`config.mk`:
```
export PLATFORM = sky130hd
export DESIGN_NAME = tdjs_cell
export DESIGN_NICKNAME = d
export VERILOG_FILES = /design/src/sv/tdjs_pkg.sv /design/src/sv/tdjs_cell.sv
export SDC_FILE = /design/constraint.sdc
export NUM_CORES = 1
export LEC_CHECK = 0
export BUFFER_PORTS_ARGS = -buffer_cell sky130_fd_sc_hd__buf_2
export CAP_MARGIN = 20
export CORE_AREA = 8 8 128 130
export CTS_BUF_LIST = sky130_fd_sc_hd__clkbuf_16
export DETAILED_ROUTE_END_ITERATION = 6
export DIE_AREA = 0 0 136 138
export PLACE_DENSITY = 0.86
export SLEW_MARGIN = 0
export SYNTH_ARGS = -nofsm -noshare
export SYNTH_HDL_FRONTEND = slang
export SYNTH_SLANG_ARGS = --single-unit
```
`constraint.sdc`:
```
create_clock -name i_clk -period 5.8 [get_ports i_clk]
set_clock_uncertainty 0.05 [all_clocks]
set_input_delay 0.29 -clock i_clk [delete_from_list [all_inputs] [get_ports i_clk]]
set_output_delay 0.29 -clock i_clk [all_outputs]
set_load 0.02 [all_outputs]
```
`src/sv/tdjs_pkg.sv`:
```
// ----------------------------------------------------------------------------
// tdjs_pkg
// shared types and constants of the tick driven job scheduler
// ----------------------------------------------------------------------------
package tdjs_pkg;

    localparam int MAX_JOBS = 16;
    localparam int IW       = (MAX_JOBS > 2) ? $clog2(MAX_JOBS) : 1;
    localparam int CW       = $clog2(MAX_JOBS + 1);
    localparam int CFG_IW   = 2;

    localparam logic [CFG_IW-1:0] CFG_POLICY  = CFG_IW'(0);
    localparam logic [CFG_IW-1:0] CFG_QUANTUM = CFG_IW'(1);

    localparam logic [1:0] MODE_RR   = 2'd0;
    localparam logic [1:0] MODE_SRTF = 2'd1;

    localparam logic [2:0] SW_NONE     = 3'd0;
    localparam logic [2:0] SW_DISPATCH = 3'd1;
    localparam logic [2:0] SW_COMPLETE = 3'd2;
    localparam logic [2:0] SW_ROTATE   = 3'd3;
    localparam logic [2:0] SW_PREEMPT  = 3'd4;

    localparam logic [15:0] QUANTUM_RESET = 16'd3;

    typedef struct packed {
        logic        req_type;
        logic [7:0]  job_id;
        logic [15:0] burst_length;
    } t_req;

    typedef struct packed {
        logic        accepted;
        logic        running_valid;
        logic [7:0]  running_id;
        logic [2:0]  switch_kind;
        logic        done_valid;
        logic [7:0]  done_id;
        logic [31:0] done_turnaround;
        logic [31:0] done_waiting;
        logic [31:0] tick_number;
    } t_res;

    typedef struct packed {
        logic [7:0]  id;
        logic [15:0] rem;
        logic [31:0] wait_cnt;
        logic [31:0] arr;
    } t_slot;

    typedef struct packed {
        logic          found;
        logic [15:0]   rem;
        logic [IW-1:0] idx;
    } t_cand;

    typedef enum logic [2:0] {
        COP_HOLD,
        COP_WRITE,
        COP_SHIFT,
        COP_UPDATE,
        COP_SEARCH
    } t_cop;

    typedef struct packed {
        t_cop          op;
        logic [IW-1:0] idx;
        logic [CW-1:0] count;
        logic          rot;
    } t_cell_ctl;

    typedef enum logic [2:0] {
        S_IDLE,
        S_RET,
        S_SRCH,
        S_DEC,
        S_UPD,
        S_FIN
    } t_state;

endpackage

```
`src/sv/tdjs_cell.sv`:
```
// ----------------------------------------------------------------------------
// tdjs_cell
// one table slot with shift link to its right neighbor and a min search stage
// ----------------------------------------------------------------------------
module tdjs_cell (
    input  logic                    i_clk,
    input  logic [tdjs_pkg::IW-1:0] i_my_idx,
    input  tdjs_pkg::t_cell_ctl     i_ctl,
    input  tdjs_pkg::t_slot         i_load,
    input  tdjs_pkg::t_slot         i_right,
    input  tdjs_pkg::t_cand         i_cand,
    output tdjs_pkg::t_slot         o_slot,
    output tdjs_pkg::t_cand         o_cand
);
    import tdjs_pkg::*;

    t_slot r_slot, n_slot;
    t_cand r_cand, n_cand;
    logic  w_live;

    assign w_live = CW'(i_my_idx) < i_ctl.count;

    always_comb begin
        n_slot = r_slot;
        n_cand = r_cand;
        case (i_ctl.op)
            COP_WRITE: begin
                if (i_my_idx == i_ctl.idx) begin
                    n_slot = i_load;
                end
            end
            COP_SHIFT: begin
                if (i_my_idx >= i_ctl.idx && (CW'(i_my_idx) + CW'(1)) < i_ctl.count) begin
                    n_slot = i_right;
                end else if (i_ctl.rot && (CW'(i_my_idx) + CW'(1)) == i_ctl.count) begin
                    n_slot = i_load;
                end
            end
            COP_UPDATE: begin
                if (w_live && i_my_idx != i_ctl.idx) begin
                    n_slot.wait_cnt = r_slot.wait_cnt + 32'd1;
                end
                if (i_my_idx == i_ctl.idx && r_slot.rem != 16'd0) begin
                    n_slot.rem = r_slot.rem - 16'd1;
                end
            end
            COP_SEARCH: begin
                if (w_live && (!i_cand.found || r_slot.rem < i_cand.rem)) begin
                    n_cand = '{found: 1'b1, rem: r_slot.rem, idx: i_my_idx};
                end else begin
                    n_cand = i_cand;
                end
            end
            default: begin
            end
        endcase
    end

    always_ff @(posedge i_clk) begin
        r_slot <= n_slot;
        r_cand <= n_cand;
    end

    assign o_slot = r_slot;
    assign o_cand = r_cand;

endmodule

```
# After elaboration in Yosys (flattened, before gate mapping)
# Cells that the tools add are included.
[op_classes]
n_eq_ne = 11
n_lt_le_gt_ge = 4
reduce_logical = 13
n_addsub = 3
mux = 9
[op_table]
columns = ["cell", "count"]
rows = [
  ["$mux W88", 3],
  ["$pmux W48 S3", 1],
  ["$pmux W32 S2", 1],
  ["$add A32 B1 Y32 const B", 1],
  ["$mux W32", 1],
  ["$mux W20", 1],
  ["$lt A16 B16 Y1", 1],
  ["$mux W16", 1],
  ["$pmux W8 S2", 1],
  ["$reduce_bool A16 Y1", 1],
  ["$sub A16 B1 Y16 const B", 1],
  ["$reduce_and A4 Y1", 2],
  ["$eq A3 B2 Y1 const B", 2],
  ["$ne A2 B2 Y1 const B", 3],
  ["$add A4 B1 Y5 const B", 1],
  ["$eq A5 B5 Y1", 1],
  ["$logic_and A1 B1 Y1", 5],
  ["$lt A4 B5 Y1", 1],
  ["$lt A5 B5 Y1", 1],
  ["$eq A4 B4 Y1", 1],
  ["$ge A4 B4 Y1", 1],
  ["$ne A4 B4 Y1", 1],
  ["$eq A3 B1 Y1 const B", 1],
  ["$eq A3 B3 Y1 const B", 1],
  ["other kinds (6)", 6],
]
[word_totals]
inputBits = 215
elab_cells = 47
output_inout_bits = 109
ff_bits = 109

# Depth between registers and ports, before layout
# Gate-level depths: netlist (run 1).
[depth]
ltp_word = 6
ltp_mapped = 10
ltp_nobuf = 9

# Worst setup path after synthesis (run 1)
# No wires, ideal clock.
[synth_timing]
path_type = "input to register"
from = "input i_my_idx[0] (netlist bit)"
to = "register r_slot, in the netlist o_slot[0] (enable)"
setup_ns = 0.451
path_buffers = 1
t_arrival_ns = 4.262
cell_stages = 9
required_time_ns = 5.299
slack_ns = 1.037
cell_sequence = "ha_1 > and3_1 > ha_1 > and4_1 > a211o_1 > or3_4 > clkbuf_1 > a21o_1 > a21oi_1"
[synth_between]
elab_chain_len = 5
word_cells_on_any_way = 10
cone_classes = "add/sub: 1; order compare: 2; eq/ne: 4; reduce/logical: 3"
[synth_lines]
columns = ["item", "line_no", "rtl"]
rows = [
  ["from (decl)", "tdjs_cell.sv:7", "input logic [tdjs_pkg::IW-1:0] i_my_idx,"],
  ["$add A4 B1 Y5", "tdjs_cell.sv:33, tdjs_cell.sv:35", ""],
  ["$lt A5 B5 Y1 or $eq A5 B5 Y1 (tied branches)", "tdjs_cell.sv:33, tdjs_cell.sv:35", ""],
  ["$logic_and A1 B1 Y1 (on tied branches)", "tdjs_cell.sv:33, tdjs_cell.sv:35", ""],
  ["$ne A3 B3 Y1 (no source line)", "n/a", ""],
  ["$reduce_and A3 Y1 (no source line) *", "n/a", ""],
  ["to (signal assigned)", "tdjs_cell.sv:60", "r_slot <= n_slot;"],
  ["to (decl)", "tdjs_cell.sv:17", "t_slot r_slot, n_slot;"],
]
# Mark *: on every way between the ends. The rest lies on a longest branch, timed or not.
# A chain may end at the register's enable or synchronous reset.

==> results of run 1 <==
[registers in the layout (all words and copies together) (netlist names)]
register / cells
o_slot: 88
o_cand: 21
[final cells by class]
class / count / area (um^2) / share of cell area
Timing Repair Buffer: 334 / 1720 / 0.196
Inverter: 30 / 113 / 0.0128
Antenna cell: 1 / 2.50 / 0.000285
Clock inverter: 7 / 72.6 / 0.00826
Sequential cell: 109 / 3270 / 0.373
Clock buffer: 9 / 225 / 0.0256
Tap cell: 184 / 230 / 0.0262
Multi-Input combinational cell: 410 / 3150 / 0.359
[routing by layer]
| metal | vias up | global-route usage |
|---|---|---|
| li1 | 2891 | - |
| met1 | 2918 | 0.277 |
| met2 | 364 | 0.423 |
| met3 | 37 | 0.0504 |
| met4 | 0 | 0.0839 |
| met5 | - | 0 |
[metrics by stage]
step / cells / utilization
after floorplan: 579 / -
after global placement: 1065 / 0.590
after detailed placement: 1065 / 0.590
after CTS: 1081 / 0.611
after global routing: 1084 / 0.614
final: 1084 / 0.614
[synth_stat cells, types with 2 or more instances]
master / n / area share
sky130_fd_sc_hd__mux2_1: 2 / 0.0034
sky130_fd_sc_hd__nor2_1: 13 / 0.0073
sky130_fd_sc_hd__nor3_1: 11 / 0.0083
sky130_fd_sc_hd__nand2_1: 26 / 0.015
sky130_fd_sc_hd__nand4_1: 12 / 0.011
sky130_fd_sc_hd__a21oi_1: 34 / 0.026
sky130_fd_sc_hd__clkbuf_1: 22 / 0.012
sky130_fd_sc_hd__nor4_1: 5 / 0.0047
sky130_fd_sc_hd__buf_2: 3 / 0.0023
sky130_fd_sc_hd__and3_1: 4 / 0.0038
sky130_fd_sc_hd__a22o_1: 4 / 0.0053
sky130_fd_sc_hd__o21ai_0: 26 / 0.020
sky130_fd_sc_hd__a31oi_1: 4 / 0.0038
sky130_fd_sc_hd__inv_1: 30 / 0.017
sky130_fd_sc_hd__xnor2_1: 20 / 0.026
sky130_fd_sc_hd__o221ai_1: 5 / 0.0066
sky130_fd_sc_hd__ha_1: 32 / 0.060
sky130_fd_sc_hd__a21o_1: 2 / 0.0023
sky130_fd_sc_hd__nor3_4: 2 / 0.0049
sky130_fd_sc_hd__nor2b_1: 5 / 0.0047
sky130_fd_sc_hd__buf_6: 4 / 0.0068
sky130_fd_sc_hd__xor2_1: 23 / 0.030
sky130_fd_sc_hd__and4_1: 11 / 0.015
sky130_fd_sc_hd__mux2_2: 57 / 0.097
sky130_fd_sc_hd__nand2b_1: 4 / 0.0038
sky130_fd_sc_hd__nand3_1: 13 / 0.0098
sky130_fd_sc_hd__edfxtp_1: 109 / 0.49
sky130_fd_sc_hd__and2_1: 4 / 0.0038
sky130_fd_sc_hd__a211oi_1: 4 / 0.0045
sky130_fd_sc_hd__o22ai_1: 47 / 0.044
sky130_fd_sc_hd__a221oi_1: 3 / 0.0040
sky130_fd_sc_hd__a22oi_1: 21 / 0.024
sky130_fd_sc_hd__or4_1: 2 / 0.0023
[worst register-to-register path, delay by kind of cell (launching register included)]
kind / cells / cell delay [ps]
AOI/OAI and AO/OA: 3 / 890
adders and majority gates: 1 / 360
DFF: 1 / 480
muxes: 1 / 450
and+or+nand+nor: 2 / 700
[where the power goes]
| part | internal [mW] | leakage (nW) | switching (mW) |
|---|---|---|---|
| sequential | 0.926 | 1.00 | 0.0309 |
| clock | 0.303 | 0.139 | 0.323 |
| combinational | 0.195 | 2.55 | 0.249 |
[final timing paths]
check	from	to	slack, ps	cells after the start
worst max-delay path	i_my_idx[0]	o_slot[49]	2410	11
worst min-delay path	i_load[84]	o_slot[84]	170	2
worst max register to register	o_slot[71]	o_cand[0]	2620	7
worst min register to register	o_slot[63]	o_slot[63]	650	2
[cells by family after synthesis]
kind of cell,after synthesis,share of synthesized area
fa+ha+maj,32,0.0603
simple gates,118,0.101
buf+inv,60,0.0390
mux,60,0.102
flops,109,0.493
xor+xnor,43,0.0567
compound gates,157,0.148
==> flow_metrics.env, run 1 <==
export IMPL_wirelength_um=23400
export IMPL_synth_seq_cells=109
export IMPL_start_util=0.464
export IMPL_dr_total_vias=6210
export IMPL_relSlewSlack=0.319
export IMPL_cts_resized=0
export IMPL_first_pass_iters=5
export IMPL_detail_route_antenna_nets=0
export IMPL_synth_edff_count=109
export IMPL_chipWidth_um=136
export IMPL_met3WireLength_um=2030
export IMPL_largest_delay_share_family_worst_path="simple AND/OR/NAND/NOR gates"
export IMPL_clkLatencyLatePin_ps=360
export IMPL_number_of_sinks_driven_by_the_clock_tree=109
export IMPL_power_density_nw_per_um2=231
export IMPL_maxUsedRoutingLayer="met4"
export IMPL_hold_slack_final_ps=168
export IMPL_layout_setup_ws_ps=2410
export IMPL_htree_levels=3
export IMPL_maxSlewViolCount=0
export IMPL_tritoncts="yes"
export IMPL_floorplan_die_area_um2=18800
export IMPL_worst_slew_pin_slew_ps=1020
export IMPL_synthesis_instances=579
export IMPL_synth_net_count=826
export IMPL_slowest_delay_ps=680
export IMPL_ys_dominant_reg_cell="sky130_fd_sc_hd__edfxtp_1"
export IMPL_post_cts_setup_buffers=0
export IMPL_buffer_ports_inserted=323
export IMPL_layout_cells_most_common="sky130_fd_sc_hd__buf_2"
export IMPL_io_pins=324
export IMPL_grt_use_total=0.239
export IMPL_antenna_found_initial=1
export IMPL_wirelength_met1_um=8870
export IMPL_routed_wl_met2_um=12000
export IMPL_drtIter0Drc=488
export IMPL_clk_pin_slew_worst_paths_ps=80
export IMPL_vias_in_the_first_global_route=6336
export IMPL_layout_cells_most_common_list="sky130_fd_sc_hd__buf_2, sky130_fd_sc_hd__edfxtp_1, sky130_fd_sc_hd__mux2_2"
export IMPL_yosysWarnings=0
export IMPL_wl_per_cell_um=21.6
export IMPL_postPlaceCellArea_um2=8450
export IMPL_vias_per_cell=5.73
export IMPL_seq_area_frac_synth=0.493
export IMPL_clock_buffer_count_from_cts=9
export IMPL_finish_net_count=1141
export IMPL_fin_crit_sh=0.585
export IMPL_worst_hold_path_type="input port to register"
export IMPL_crit_chain="buf_2, ha_1, and3_1, ha_1, and4_1, a211o_1, nor3_4, buf_4, nand2_1, nor3_1, a211oi_1"
export IMPL_power_leakage_nw=3.70
export IMPL_crit_path_kind="input port to register"
export IMPL_ys_async_sr_fraction=0
export IMPL_dp_final_hpwl_um=18100
export IMPL_post_place_ws_ps=2020
export IMPL_minimum_clock_period_ps=3390
export IMPL_finish_instance_area_um2=8790
export IMPL_crit_path_max_fanout=28
export IMPL_fp_row_count=44
export IMPL_gp_congestion=0.845
export IMPL_syn2layout_area_growth_pct=32.3
export IMPL_post_layout_total_power_mw=2.03
export IMPL_mean_instance_size_in_the_synthesized_netlist_um2=11.5
export IMPL_count_of_final_setup_violators=0
export IMPL_crit_arrival_ps=3420
export IMPL_synth_area_um2=6640
export IMPL_cts_path_max_buffers=2
export IMPL_drcViolationCount=0
export IMPL_clock_tree_root_cell="sky130_fd_sc_hd__clkbuf_16"
export IMPL_grt_first_pass_wirelength_um=35400
export IMPL_rsz0062_at_grt="false"
export IMPL_critical_path_most_common_cell="sky130_fd_sc_hd__ha_1"
export IMPL_setup_worst_path_start_class="input port"
export IMPL_finalHoldViolations=0
export IMPL_fillCellCount=1190
export IMPL_result_of_the_run="complete, no violations"
export IMPL_holdBufCountCts=0
export IMPL_critical_path_buf_inv_count=2
export IMPL_synth_cell_type_count=48
export IMPL_irDropWorstVdd_v=0.000134
export IMPL_grt_max_degree=51
export IMPL_core_area_um2=14300
export IMPL_critical_path_required_ps=5820
export IMPL_cap_violations=0
export IMPL_layout_drive_gt1_share=0.464
export IMPL_end_kind="register"
export IMPL_die_h_um=138
export IMPL_fmax_mhz=295
export IMPL_crit_slowest_cell="sky130_fd_sc_hd__nand2_1"
export IMPL_grt_overflow_total=0
export IMPL_setup_tns_ps=0
Power figures use the tool's default switching activity.
==> run 2, diff against run 1 <==
Settings changed: CORE_AREA 8 8 128 130 to 8 8 134 136, DIE_AREA 0 0 136 138 to 0 0 142 144, PLACE_DENSITY 0.86 to 0.82.
Clock period 5.8 ns to 2.8 ns, I/O delays scaled along.
==> run 2 against run 1 <==
Against the previous run: die area up 9.0%; highest routed layer is now met5; critical path type is now register to register; setup slack worse by 2300 ps; core utilization down 4.4 points; register-to-register slack worse by 2500 ps; design area up 4.2%; wire length up 0.36%; critical path depth down 3; flip-flop and latch count unchanged; combinational power up 120%; final cell count up 6.4%; total power up 110%.
==> flow_metrics.env, run 2 (synthesized netlist as in run 1, its figures left out) <==
export IMPL_result_of_the_run="complete, no violations"
export IMPL_finish_net_count=1173
export IMPL_hold_depth=2
export IMPL_power_density_nw_per_um2=462
export IMPL_count_of_final_setup_violators=0
export IMPL_detail_route_antenna_nets=0
export IMPL_min_delay_start="i_load[85]"
export IMPL_finalHoldViolations=0
export IMPL_placedCellCount=1135
export IMPL_antenna_found_initial=6
export IMPL_tritoncts="yes"
export IMPL_holdBufCountCts=0
export IMPL_p_clk_frac=0.301
export IMPL_buffer_ports_inserted=323
export IMPL_crit_arrival_ps=2730
export IMPL_fp_row_count=47
export IMPL_cts_path_max_buffers=2
export IMPL_grt_overflow_total=0
export IMPL_gp_congestion=0.940
export IMPL_postPlaceCellArea_um2=8860
export IMPL_p_int_mw=3.00
export IMPL_fmax_mhz=373
export IMPL_fillCellCount=1385
export IMPL_cts_resized=0
export IMPL_first_pass_iters=5
export IMPL_irDropWorstVdd_v=0.000282
export IMPL_power_leakage_nw=3.87
export IMPL_chipWidth_um=142
export IMPL_crit_path_max_fanout=20
export IMPL_power_combinational_fraction=0.233
export IMPL_drtIter0Drc=332
export IMPL_number_of_sinks_driven_by_the_clock_tree=109
export IMPL_startpoint="o_slot[71]"
export IMPL_clkLatencyLatePin_ps=350
export IMPL_htree_levels=3
export IMPL_power_switching_mw=1.24
export IMPL_worstHoldEndpoint="o_slot[85]"
export IMPL_setup_tns_ps=0
export IMPL_clock_tree_root_cell="sky130_fd_sc_hd__clkbuf_16"
export IMPL_syn2layout_area_growth_pct=37.9
export IMPL_vias_in_the_first_global_route=6586
export IMPL_grt_max_degree=43
export IMPL_relSlewSlack=0.567
export IMPL_start_util=0.414
export IMPL_die_h_um=144
export IMPL_sequential_share_of_power=0.466
export IMPL_wl_per_cell_um=20.4
export IMPL_io_pins=324
export IMPL_dp_final_hpwl_um=18900
export IMPL_finish_instance_area_um2=9150
export IMPL_grt_use_total=0.221
export IMPL_cap_violations=0
export IMPL_reg2reg_to="o_cand[3]"
export IMPL_end_kind="register"
export IMPL_wirelength_um=23500
export IMPL_number_of_cells_traversed_by_the_worst_register_to_register_path=8
export IMPL_post_cts_setup_buffers=0
export IMPL_final_util=0.570
export IMPL_core_area_um2=16100
export IMPL_layout_drive_gt1_share=0.483
export IMPL_floorplan_die_area_um2=20400
export IMPL_clock_buffer_count_from_cts=9
export IMPL_fin_crit_sh=0.958
export IMPL_worst_slew_pin_slew_ps=648
export IMPL_vias_per_cell=5.41
export IMPL_largest_register_ff_count=88
export IMPL_regToRegSetupSlack_ps=120
export IMPL_worst_hold_path_type="input port to register"
export IMPL_layout_cells_most_common_list="sky130_fd_sc_hd__buf_2, sky130_fd_sc_hd__edfxtp_1, sky130_fd_sc_hd__mux2_2"
export IMPL_rsz0062_at_grt="false"
export IMPL_grt_first_pass_wirelength_um=35000
export IMPL_critical_path_reg2reg_startpoint="o_slot[71]"
export IMPL_maxSlewViolCount=0
export IMPL_crit_path_kind="register to register"
export IMPL_finish_cell_count_without_fillers=1153
export IMPL_drcViolationCount=0
export IMPL_dr_total_vias=6233
export IMPL_post_layout_total_power_mw=4.23
export IMPL_critical_path_required_ps=2850
export IMPL_clk_pin_slew_worst_paths_ps=80
export IMPL_p_sw_frac=0.292
export IMPL_setup_worst_path_start_class="register"
export IMPL_minimum_clock_period_ps=2680
export IMPL_layout_cells_most_common="sky130_fd_sc_hd__buf_2"
==> run 2: cell types whose count changed in the layout (fill, tap and decap cells not counted), moves of 2 or more <==
cell | previous run | this run
sky130_fd_sc_hd__buf_12 | 0 | 6
sky130_fd_sc_hd__buf_4 | 10 | 37
sky130_fd_sc_hd__clkinvlp_4 | 2 | 0
sky130_fd_sc_hd__inv_6 | 1 | 3
==> run 2: stage by stage <==
stage,worst slack [ps],hold WS [ps]
final,118,21.8
after global routing,27.4,10.0
after CTS,113,14.1
after detailed placement,-146,385
after global placement,-79.1,371
after floorplan,-337,268
==> run 2: layout make-up <==
| class | count | area (um^2) | share of cell area |
|---|---|---|---|
| repair buffers | 366 | 2010 | 0.220 |
| inverters | 30 | 113 | 0.0123 |
| multi-input cells | 410 | 3180 | 0.348 |
| diodes | 2 | 5.00 | 0.000547 |
| clock inverters | 7 | 66.3 | 0.00724 |
| flip-flops and latches | 109 | 3270 | 0.358 |
| well taps | 220 | 275 | 0.0301 |
| clock buffers | 9 | 225 | 0.0246 |
==> run 2: power groups by stage <==
| stage | Sequential (mW) | Combinational, mW | Clock [mW] |
|---|---|---|---|
| 3_3_place_gp | 2.00 | 0.953 | 0 |
| 5_1_grt | 1.98 | 1.07 | 1.36 |
| 4_1_cts | 1.97 | 0.988 | 1.30 |
| 2_1_floorplan | 2.11 | 0.441 | 0 |
| 3_5_place_dp | 2.01 | 0.983 | 0 |
| 6_report | 1.97 | 0.986 | 1.27 |
==> run 2: metal layers <==
metal | vias to the layer above | wire (um) | GRT usage
li1 | 2961 | - | -
met1 | 2919 | 8930 | 0.244
met2 | 305 | 12300 | 0.401
met3 | 40 | 1740 | 0.0604
met4 | 8 | 471 | 0.0729
met5 | - | 49 | 0
==> run 2: critical path: stages, from the launching register on <==
cell                       delay (ps)
sky130_fd_sc_hd__edfxtp_1         400
sky130_fd_sc_hd__ha_1             330
sky130_fd_sc_hd__and4_1           210
sky130_fd_sc_hd__o21ai_0           80
sky130_fd_sc_hd__or4_1            530
sky130_fd_sc_hd__o211ai_1         120
sky130_fd_sc_hd__a21o_1           180
sky130_fd_sc_hd__buf_12           170
sky130_fd_sc_hd__mux2_2           360
==> run 2: worst max path at each step <==
| stage | end | cells after the start |
|---|---|---|
| after detailed placement | o_slot[9] | 10 |
| after CTS | o_cand[3] | 8 |
| after global placement | o_slot[87] | 10 |
| after floorplan | o_slot[0] | 9 |
| after global routing | o_cand[3] | 8 |
| final | o_cand[3] | 8 |
